==> config.mk <==
export PLATFORM = sky130hd
export DESIGN_NAME = csv_field_tokenizer_unit_flat
export DESIGN_NICKNAME = d
export VERILOG_FILES = /design/src/csvft_pkg.sv /design/src/csvft_ifs.sv /design/src/csvft_step.sv /design/src/csv_field_tokenizer_unit.sv /design/src/flat_wrapper.sv
export VERILOG_INCLUDE_DIRS = /design/src /design/src/src
export SDC_FILE = /design/constraint.sdc
export NUM_CORES = 1
export LEC_CHECK = 0
export BUFFER_PORTS_ARGS = -buffer_cell sky130_fd_sc_hd__buf_2
export CAP_MARGIN = 20
export CORE_MARGIN = 1.5
export CORE_UTILIZATION = 59
export CTS_BUF_LIST = sky130_fd_sc_hd__clkbuf_4
export CTS_CLUSTER_DIAMETER = 150
export CTS_CLUSTER_SIZE = 28
export DETAILED_ROUTE_END_ITERATION = 10
export HOLD_SLACK_MARGIN = 0.05
export PLACE_DENSITY = 0.84
export SYNTH_ARGS = -nofsm -noshare
export SYNTH_HDL_FRONTEND = slang
export SYNTH_SLANG_ARGS = --single-unit
==> constraint.sdc <==
create_clock -name clk -period 3.9 [get_ports clk]
set_input_delay 0.585 -clock clk [delete_from_list [all_inputs] [get_ports clk]]
set_output_delay 0.585 -clock clk [all_outputs]
set_load 0.1 [all_outputs]
==> src/assert_macros.svh <==
// Assertion macros for the RTL files.
`ifndef ASSERT_MACROS_SVH
`define ASSERT_MACROS_SVH

// Check on every rising edge of clk, ignored while rst_n is low.
`define ASSERT_CLK(lbl, prop, msg) \
    lbl: assert property (@(posedge clk) disable iff (!rst_n) (prop)) else $error(msg);

// Check on every rising edge of clk, including during reset.
`define ASSERT_ALWAYS(lbl, prop, msg) \
    lbl: assert property (@(posedge clk) (prop)) else $error(msg);

`endif

==> src/csvft_pkg.sv <==
// Types and constants for the CSV field tokenizer.
`default_nettype none

package csvft_pkg;

    localparam int DATA_W  = 16;
    localparam int KIND_W  = 3;
    localparam int STATE_W = 3;
    localparam int CFG_IDX_W = 1;

    localparam logic [DATA_W-1:0] QUOTE_CODE = 16'h0022;

    // Configuration register indexes
    localparam logic [CFG_IDX_W-1:0] CFG_SEPARATOR = 1'b0;
    localparam logic [CFG_IDX_W-1:0] CFG_JOIN_CHAR = 1'b1;

    localparam logic [DATA_W-1:0] SEPARATOR_RST = 16'd44;
    localparam logic [DATA_W-1:0] JOIN_CHAR_RST = 16'd10;

    // Parser states
    localparam logic [STATE_W-1:0] ST_REC_START   = 3'd0;
    localparam logic [STATE_W-1:0] ST_FIELD_START = 3'd1;
    localparam logic [STATE_W-1:0] ST_UNQUOTED    = 3'd2;
    localparam logic [STATE_W-1:0] ST_QUOTED      = 3'd3;
    localparam logic [STATE_W-1:0] ST_QUOTE_SEEN  = 3'd4;
    localparam logic [STATE_W-1:0] ST_SKIP        = 3'd5;

    // Result kinds
    localparam logic [KIND_W-1:0] K_CHAR         = 3'd0;
    localparam logic [KIND_W-1:0] K_FIELD_END    = 3'd1;
    localparam logic [KIND_W-1:0] K_RECORD_END   = 3'd2;
    localparam logic [KIND_W-1:0] K_EMPTY_RECORD = 3'd3;
    localparam logic [KIND_W-1:0] K_CONTINUE     = 3'd4;
    localparam logic [KIND_W-1:0] K_REJECT       = 3'd5;

    typedef struct packed {
        logic              emit;
        logic [KIND_W-1:0] kind;
        logic [DATA_W-1:0] data;
    } csvft_res_t;

endpackage

`default_nettype wire

==> src/csvft_ifs.sv <==
// Channel interfaces: input word, result word and configuration write.
`default_nettype none

interface csvft_item_if
    import csvft_pkg::*;
();
    logic              valid;
    logic              ready;
    logic              action;
    logic [DATA_W-1:0] character;

    modport source (output valid, output action, output character, input ready);
    modport sink   (input valid, input action, input character, output ready);
endinterface

interface csvft_result_if
    import csvft_pkg::*;
();
    logic              valid;
    logic              ready;
    logic [KIND_W-1:0] kind;
    logic [DATA_W-1:0] data;

    modport source (output valid, output kind, output data, input ready);
    modport sink   (input valid, input kind, input data, output ready);
endinterface

interface csvft_cfg_if
    import csvft_pkg::*;
();
    logic                 valid;
    logic                 ready;
    logic [CFG_IDX_W-1:0] index;
    logic [DATA_W-1:0]    data;

    modport source (output valid, output index, output data, input ready);
    modport sink   (input valid, input index, input data, output ready);
endinterface

`default_nettype wire

==> src/csvft_step.sv <==
// Next-state and result decode for one input word of the tokenizer.
`default_nettype none

module csvft_step
    import csvft_pkg::*;
#(
    parameter int CHAR_WIDTH = 16
)
(
    input  wire logic [STATE_W-1:0] state,
    input  wire logic               action,
    input  wire logic [DATA_W-1:0]  character,
    input  wire logic [DATA_W-1:0]  separator,
    input  wire logic [DATA_W-1:0]  join_char,
    output      logic [STATE_W-1:0] state_next,
    output      csvft_res_t         res
);

    localparam int CMP_W = (CHAR_WIDTH < DATA_W) ? CHAR_WIDTH : DATA_W;
    localparam logic [DATA_W-1:0] CHAR_MASK = DATA_W'((32'd1 << CMP_W) - 32'd1);

    logic [DATA_W-1:0]  c_m;
    logic [DATA_W-1:0]  sep_m;
    logic [DATA_W-1:0]  join_m;
    logic [STATE_W-1:0] st;
    logic               is_quote;
    logic               is_sep;

    assign c_m      = character & CHAR_MASK;
    assign sep_m    = separator & CHAR_MASK;
    assign join_m   = join_char & CHAR_MASK;
    assign is_quote = (c_m == QUOTE_CODE);
    assign is_sep   = (c_m == sep_m);
    // Unused encodings behave as record start
    assign st       = (state > ST_SKIP) ? ST_REC_START : state;

    always_comb
    begin
        state_next = st;
        res.emit   = 1'b0;
        res.kind   = K_CHAR;
        res.data   = '0;
        if (action)
        begin
            unique case (st)
                ST_QUOTED:
                begin
                    res.emit = 1'b1;
                    res.kind = K_CONTINUE;
                    res.data = join_m;
                end
                ST_SKIP:
                begin
                    state_next = ST_REC_START;
                end
                ST_REC_START:
                begin
                    res.emit = 1'b1;
                    res.kind = K_EMPTY_RECORD;
                end
                default:
                begin
                    state_next = ST_REC_START;
                    res.emit   = 1'b1;
                    res.kind   = K_RECORD_END;
                end
            endcase
        end
        else
        begin
            unique case (st) inside
                ST_REC_START, ST_FIELD_START:
                begin
                    if (is_quote)
                    begin
                        state_next = ST_QUOTED;
                    end
                    else if (is_sep)
                    begin
                        state_next = ST_FIELD_START;
                        res.emit   = 1'b1;
                        res.kind   = K_FIELD_END;
                    end
                    else
                    begin
                        state_next = ST_UNQUOTED;
                        res.emit   = 1'b1;
                        res.data   = c_m;
                    end
                end
                ST_UNQUOTED:
                begin
                    res.emit = 1'b1;
                    if (is_sep)
                    begin
                        state_next = ST_FIELD_START;
                        res.kind   = K_FIELD_END;
                    end
                    else if (is_quote)
                    begin
                        state_next = ST_SKIP;
                        res.kind   = K_REJECT;
                    end
                    else
                    begin
                        res.data = c_m;
                    end
                end
                ST_QUOTED:
                begin
                    if (is_quote)
                    begin
                        state_next = ST_QUOTE_SEEN;
                    end
                    else
                    begin
                        res.emit = 1'b1;
                        res.data = c_m;
                    end
                end
                ST_QUOTE_SEEN:
                begin
                    res.emit = 1'b1;
                    if (is_quote)
                    begin
                        state_next = ST_QUOTED;
                        res.data   = QUOTE_CODE;
                    end
                    else if (is_sep)
                    begin
                        state_next = ST_FIELD_START;
                        res.kind   = K_FIELD_END;
                    end
                    else
                    begin
                        state_next = ST_SKIP;
                        res.kind   = K_REJECT;
                    end
                end
                default:
                begin
                    state_next = ST_SKIP;
                end
            endcase
        end
    end

endmodule

`default_nettype wire

==> src/csv_field_tokenizer_unit.sv <==
// Top level of the streaming CSV field tokenizer.
`default_nettype none
`include "assert_macros.svh"

// Streaming CSV tokenizer. Each input word is a character or an end-of-line
// mark (action = 1); each produces zero or one result word: a field character,
// a field end, a field-and-record end, an empty record, a line continuation
// inside quotes (data = join character) or a record reject. After a reject the
// rest of the line is dropped silently. Throughput is one word per cycle with
// no bubbles while the result side is ready; a word passes the input register
// and then the result register around the single state-update stage. The result
// register decouples the two sides, so one new word is accepted while a
// finished result still waits. Separator (index 0, reset 44) and join
// character (index 1, reset 10) are written through the cfg channel, always
// ready; write them only while the block is idle. Characters and the
// separator are compared, and the join character is output, on their low
// CHAR_WIDTH bits.
module csv_field_tokenizer_unit
    import csvft_pkg::*;
#(
    parameter int CHAR_WIDTH = 16
)
(
    input  wire logic       clk,
    input  wire logic       rst_n,
    csvft_item_if.sink      item,
    csvft_result_if.source  result,
    csvft_cfg_if.sink       cfg
);

    // Configuration registers
    logic [DATA_W-1:0] sep_reg;
    logic [DATA_W-1:0] join_reg;

    // Input register
    logic              in_valid_reg;
    logic              in_action_reg;
    logic [DATA_W-1:0] in_char_reg;

    // Parser state and result register
    logic [STATE_W-1:0] state_reg;
    logic [STATE_W-1:0] state_next;
    logic               out_valid_reg;
    logic [KIND_W-1:0]  out_kind_reg;
    logic [DATA_W-1:0]  out_data_reg;

    csvft_res_t res;
    logic       advance;

    // Advance the input register into the result stage when the result slot
    // is free or being drained this cycle.
    assign advance    = !out_valid_reg || result.ready;
    assign item.ready = !in_valid_reg || advance;
    assign cfg.ready  = 1'b1;

    assign result.valid = out_valid_reg;
    assign result.kind  = out_kind_reg;
    assign result.data  = out_data_reg;

    csvft_step #(
        .CHAR_WIDTH (CHAR_WIDTH)
    ) u_step (
        .state      (state_reg),
        .action     (in_action_reg),
        .character  (in_char_reg),
        .separator  (sep_reg),
        .join_char  (join_reg),
        .state_next (state_next),
        .res        (res)
    );

    // Write configuration registers
    always_ff @(posedge clk or negedge rst_n)
    begin
        if (!rst_n)
        begin
            sep_reg  <= SEPARATOR_RST;
            join_reg <= JOIN_CHAR_RST;
        end
        else if (cfg.valid)
        begin
            unique case (cfg.index)
                CFG_SEPARATOR: sep_reg  <= cfg.data;
                CFG_JOIN_CHAR: join_reg <= cfg.data;
                default:       ;
            endcase
        end
    end

    // Capture the input word
    always_ff @(posedge clk or negedge rst_n)
    begin
        if (!rst_n)
        begin
            in_valid_reg <= 1'b0;
        end
        else if (item.ready)
        begin
            in_valid_reg <= item.valid;
        end
    end

    always_ff @(posedge clk)
    begin
        if (item.valid && item.ready)
        begin
            in_action_reg <= item.action;
            in_char_reg   <= item.character;
        end
    end

    // Update the parser state and load the result slot
    always_ff @(posedge clk or negedge rst_n)
    begin
        if (!rst_n)
        begin
            state_reg     <= ST_REC_START;
            out_valid_reg <= 1'b0;
        end
        else if (advance)
        begin
            out_valid_reg <= in_valid_reg && res.emit;
            if (in_valid_reg)
            begin
                state_reg <= state_next;
            end
        end
    end

    always_ff @(posedge clk)
    begin
        if (advance && in_valid_reg && res.emit)
        begin
            out_kind_reg <= res.kind;
            out_data_reg <= res.data;
        end
    end

    `ASSERT_CLK(a_state_legal, state_reg <= ST_SKIP, "parser state left the legal range")
    `ASSERT_CLK(a_data_zero,
        result.valid && result.kind != K_CHAR && result.kind != K_CONTINUE
            |-> result.data == '0,
        "nonzero data on a result kind without payload")
    `ASSERT_CLK(a_reject_skips,
        advance && in_valid_reg && res.emit && res.kind == K_REJECT
            |=> state_reg == ST_SKIP,
        "reject did not enter line skip")
    `ASSERT_CLK(a_hold_input,
        in_valid_reg && !advance |=> in_valid_reg && $stable(in_char_reg)
            && $stable(in_action_reg),
        "stalled input word was lost or changed")

endmodule

`default_nettype wire
==> src/flat_wrapper.sv <==
// flat-port wrapper written by rule: the top's interface ports become plain ports
module csv_field_tokenizer_unit_flat import csvft_pkg::*;
#(
    parameter int CHAR_WIDTH = 16
)
  (clk, rst_n, item_valid, item_action, item_character, item_ready, result_valid, result_kind, result_data, result_ready, cfg_valid, cfg_index, cfg_data, cfg_ready);
  csvft_item_if item_i ();
  csvft_result_if result_i ();
  csvft_cfg_if cfg_i ();
  input  wire logic clk;
  input  wire logic rst_n;
  input wire logic [$bits(item_i.valid)-1:0] item_valid;
  input wire logic [$bits(item_i.action)-1:0] item_action;
  input wire logic [$bits(item_i.character)-1:0] item_character;
  output wire logic [$bits(item_i.ready)-1:0] item_ready;
  output wire logic [$bits(result_i.valid)-1:0] result_valid;
  output wire logic [$bits(result_i.kind)-1:0] result_kind;
  output wire logic [$bits(result_i.data)-1:0] result_data;
  input wire logic [$bits(result_i.ready)-1:0] result_ready;
  input wire logic [$bits(cfg_i.valid)-1:0] cfg_valid;
  input wire logic [$bits(cfg_i.index)-1:0] cfg_index;
  input wire logic [$bits(cfg_i.data)-1:0] cfg_data;
  output wire logic [$bits(cfg_i.ready)-1:0] cfg_ready;
  assign item_i.valid = item_valid;
  assign item_i.action = item_action;
  assign item_i.character = item_character;
  assign item_ready = item_i.ready;
  assign result_valid = result_i.valid;
  assign result_kind = result_i.kind;
  assign result_data = result_i.data;
  assign result_i.ready = result_ready;
  assign cfg_i.valid = cfg_valid;
  assign cfg_i.index = cfg_index;
  assign cfg_i.data = cfg_data;
  assign cfg_ready = cfg_i.ready;
  csv_field_tokenizer_unit #(.CHAR_WIDTH(CHAR_WIDTH)) u_core (.clk(clk), .rst_n(rst_n), .item(item_i), .result(result_i), .cfg(cfg_i));
endmodule
# --- Word level (Yosys, flattened, before mapping) ---
# Index checks and enable logic that the tools add are counted.
word_totals:
  inputBits: 39
  wordCells: 60
  out_inout_bits: 22
  register_bits: 73
op_classes:
  magnitude_cmp: 1
  bitwise_logic: 1
  n_eq_ne: 7
  reduce_logical: 15
  muxes: 27
op_table:
  columns: ["op", "n"]
  rows:
  - ["two-way mux 16 bit", 4]
  - ["one-hot mux 16 bit (4 select lines)", 1]
  - ["two-way mux 20 bit", 2]
  - ["two-way mux 3 bit", 12]
  - ["== test 16 bit", 1]
  - ["== test 16 x 6 -> 1 bit (second input constant)", 1]
  - ["one-hot mux 3 bit (4 select lines)", 1]
  - ["one-hot mux 4 bit (3 select lines)", 1]
  - ["one-hot mux 3 bit (3 select lines)", 1]
  - ["== test 3 x 2 -> 1 bit (second input constant)", 2]
  - ["== test 3 bit (second input constant)", 2]
  - ["two-way mux 6 bit", 1]
  - ["AND reduction 2 bit", 3]
  - ["OR reduction 2 bit", 3]
  - ["logical AND 1 bit", 4]
  - ["== test 3 x 1 -> 1 bit (second input constant)", 1]
  - ["greater-than comparator 3 bit (second input constant)", 1]
  - ["zero test 3 bit", 1]
  - ["one-hot mux 1 bit (3 select lines)", 1]
  - ["zero test 1 bit", 2]
  - ["logical OR 1 bit", 2]
  - ["two-way mux 1 bit", 2]
  - ["two-way mux 2 bit", 1]
  - ["inverter 1 bit", 1]

# --- Depth between registers and ports, before layout ---
logic_depth:
  ltp_word: 7
  depth_mapped: 8
  mapped_depth_nobuf: 7

# --- By module ---
# Synthesis repeated with hierarchy kept, for this count alone.
unflattened:
  cells_unflattened: 232
  area_unflattened_um2: 3415.8
by_module_without_submodules:
  columns: ["mod", "area_each_um2", "n_inst", "cells_per_inst"]
  rows:
  - ["csv_field_tokenizer_unit", 2548.7, 1, 124]
  - ["csvft_step", 867.1, 1, 108]

# --- Worst setup path after synthesis ---
# OpenSTA, ideal clock, no wires.
synth_path:
  path_type: "reg2reg"
  start: "register u_core.out_valid_reg (netlist: u_core.result.valid)"
  end: "register u_core.in_action_reg, enable pin"
  synth_period_minus_slack_ns: 2.945
  slack_ns: 0.955
  path_stages_with_launch: 3
  t_arrival_ns: 2.619
  setup_time_ns: 0.326
  path_cell_list: "dfrtp_1 nand3b_1 and2_1"
synth_via:
  elab_chain_cells: 4
synth_lines:
  columns: ["element", "line", "rtl"]
  rows:
  - ["start, declared", "csv_field_tokenizer_unit.sv:43", "logic out_valid_reg;"]
  - ["start signal, assigned", "csv_field_tokenizer_unit.sv:122", "out_valid_reg <= in_valid_reg && res.emit;"]
  - ["zero test 1 bit", "csv_field_tokenizer_unit.sv:52", "assign advance = !out_valid_reg || result.ready;"]
  - ["logical OR 1 bit", "csv_field_tokenizer_unit.sv:52", null]
  - ["logical OR 1 bit", "csv_field_tokenizer_unit.sv:53", "assign item.ready = !in_valid_reg || advance;"]
  - ["via item_ready", "flat_wrapper.sv:15", "output wire logic [$bits(item_i.ready)-1:0] item_ready;"]
  - ["logical AND 1 bit", "csv_field_tokenizer_unit.sv:105", "if (item.valid && item.ready)"]
  - ["end signal, assigned", "csv_field_tokenizer_unit.sv:107", "in_action_reg <= item.action;"]
  - ["end, declared", "csv_field_tokenizer_unit.sv:37", "logic in_action_reg;"]
# The timed path passes the listed nets, and every way through them passes these cells.
# A chain may end at the register's enable or synchronous reset.

==> reports/results.ini <==
[power_and_ir_drop]
sequentialPowerShare_pct = 35.9
pwr-share-clk_pct = 18.7
ir_drop_uv = 453.8
switchingPower_mw = 1.442
combPwrFrac_pct = 45.3
powerDensity_mw_per_mm2 = 828.0
swShare_pct = 45.66
p_leak_nw = 1.589
p_int_mw = 1.716

[sta]
tightestPinTransition_ns = 0.8572
fmax_mhz = 432.7
fin_crit_ns = 2.311
slew_headroom_pct = 42.85
rsz0062_at_grt = no
hold_violations = 0
finalSetupViolCount = 0
period_share_pct = 59.26
finClkSkew_ns = 0.009491
slew_viol_final = 0
setup_tns_ns = 0

[cts]
clk_pin_slew_ns = 0.12
cts_made_buffers = 9
cts_tree = built
cts_setup_buffers = 0
cts_buffer_depth = 2
cts_root_buf = clkbuf_4
cts_resized = 0
htreeDepth = 3
clkLatencyLatePin_ns = 0.41
cts_hold_buf = 0
cts_sinks = 73

[setup_path]
worstPathMaxFanout = 13
rr_startpoint = u_core.state_reg[1]
worstSetupPathType = flip-flop to flip-flop
crit_slowest_cell = o41a_2
start_kind = flip-flop
crit_arrival_ns = 2.49
path_cells = inv_1 -> ha_1 -> inv_2 -> o41a_2 -> a41o_4 -> a221o_1
r2r_cells = 6
critPathCaptureType = flip-flop
r2r_slack_ns = 1.59
r2r-end = u_core.result.data[5]
max_stage_delay_ns = 0.52
required_ns = 4.07

[synthesis]
synth_top_flop_cell = edfxtp_1
synthCells = 235
yosys-top-cells-area = edfxtp_1, dfrtp_1, mux2_2, xor2_1, dfstp_2
yosysTopAreaCellShare_pct = 33.08
yosys_register_bits = 73
synth_top_cell_by_area = edfxtp_1
seq_area_frac_synth_pct = 61.60
async_reset_ff_share_pct = 50.68
synth_edf_count = 36
syn_area_per_cell_um2 = 13.91
synth_nets = 277
synth_cell_types = 49
yosys_warnings = 0
post-synth-top-count-cell = edfxtp_1
netlist_area_mm2 = 0.003268
synth_common_cells = edfxtp_1, dfrtp_1, mux2_2, xor2_1, nand2_1

[layout]
area_growth_pct = 16.69
instances_no_fill = 375
nets = 342
antennaDiodeCount = 0
layout-drive-gt1-share_pct = 40.66

[status]
outcome = finished clean

[global_route]
grt_pass1_vias = 2226
grt_max_degree = 38
gr-total-overflow = 0
antenna_found_initial = 0
grt_usage_pct = 23.77
grt_pass1_wl_mm = 10.65

[drt]
detail_route.vias_per_cell = 5.699
antenna_left = 0
vias = 2137
drc_errors = 0
wirelength_mm = 6.471
drt_iter0_drc = 153
post_drt_wl_per_cell_um = 17.26
firstDrtPassIters = 4

[placement]
place_inst = 359
dp_hpwl_mm = 4.603
gp_congestion = 0.8984
port_buffers = 59

[die]
dieArea_mm2 = 0.005995
fp-row-count = 26
io-pin-count = 61
initial_core_util_pct = 62.40
die_y_um = 77.43
core_mm2 = 0.005238
die_x_um = 77.43

[min_path]
hp-class = input pin to async pin

[flow_run]
drv_cap = 0

-- cells in the final DEF, fill, tap and decap left out, drive strengths merged, types with 2 or more instances in the layout --
| cell | Yosys | routed |
|---|---|---|
| mux2 | 32 | 32 |
| ha | 3 | 3 |
| and2 | 3 | 3 |
| nor2b | 2 | 2 |
| mux2i | 2 | 2 |
| clkinvlp | 0 | 2 |
| edfxtp | 36 | 36 |
| nor3 | 4 | 4 |
| bufinv | 0 | 3 |
| dfrtp | 32 | 32 |
| nand2b | 6 | 6 |
| a211oi | 2 | 2 |
| a221o | 3 | 3 |
| nand3 | 2 | 2 |
| or3 | 2 | 2 |
| dfstp | 5 | 5 |
| xor2 | 16 | 16 |
| nor4b | 2 | 2 |
| nand4 | 2 | 2 |
| a21oi | 7 | 7 |
| o21ai | 6 | 6 |
| a22o | 11 | 11 |
| inv | 4 | 5 |
| clkbuf | 4 | 9 |
| nor4 | 6 | 6 |
| buf | 4 | 62 |
| nand2 | 13 | 13 |
| nor2 | 10 | 10 |
-- power groups by stage --
stage	Clock, mW	Sequential [mW]	Combinational [mW]
after floorplan	0	1.78	0.552
after global placement	0	1.15	1.41
after detailed placement	0	1.15	1.43
after CTS	0.600	1.14	1.43
after global routing	0.633	1.15	1.51
final	0.591	1.14	1.43
-- cell families after synthesis --
logic type      count (synthesis)  synth area share [%]
xor+xnor                       16                 4.288
mux                            34                 11.64
compound gates                 41                 9.840
flops                          73                 61.60
other cells                     1                0.1147
simple gates                   55                 9.533
buf+inv                        12                 1.837
fa+ha+maj                       3                 1.149
-- layer usage --
metal  part of all wire [%]  vias up  global-route usage (%)
met5                      0        -                       0
met4                    2.3        0                   11.64
met3                    6.7       17                   6.588
met2                     50       82                   38.60
met1                     41     1032                   29.36
li1                       -     1006                       -
-- final cells by class --
| class | count | area (µm²) |
|---|---|---|
| clock buffers | 9 | 67.56 |
| clock inverters | 7 | 117.6 |
| fillers | 369 | 1424 |
| inverters | 4 | 15.01 |
| multi-input cells | 150 | 1195 |
| flip-flops and latches | 73 | 2013 |
| well taps | 70 | 87.58 |
| repair buffers | 62 | 317.8 |
-- critical path, delay by kind of cell (launching register included) --
| kind | cells | cell delay (ns) |
|---|---|---|
| AOI/OAI and AO/OA | 3 | 1.18 |
| buffers and inverters | 2 | 0.16 |
| DFF | 1 | 0.45 |
| adders and majority gates | 1 | 0.27 |
-- how the worst max path moves through the flow --
| stage | endpoint | slack [ns] | start | depth (start not counted) |
|---|---|---|---|---|
| final | u_core.result.data[5] | 1.59 | u_core.state_reg[1] | 6 |
| after global routing | u_core.result.data[5] | 1.46 | u_core.in_char_reg[2] | 5 |
| after CTS | u_core.result.data[5] | 1.58 | u_core.in_char_reg[2] | 5 |
| after detailed placement | u_core.result.data[5] | 1.60 | u_core.in_char_reg[2] | 5 |
| after global placement | u_core.result.data[1] | 1.60 | u_core.in_char_reg[0] | 5 |
| after floorplan | u_core.in_action_reg | 0.95 | u_core.result.valid | 2 |
-- metrics by stage --
stage               total power, mW  util (%)  hold WS (ns)  setup WS, ns  area [µm²]
floorplan                     2.335         -        0.2894        0.9549        3268
global placement              2.558     69.28        0.4875         1.599        3628
detailed placement            2.580     69.28        0.4973         1.604        3628
CTS                           3.170     72.81        0.2798         1.585        3814
global route                  3.294     72.81        0.2979         1.461        3814
finish                        3.158     72.81        0.2669         1.589        3814
No activity file was read; power rests on OpenSTA's default activity.
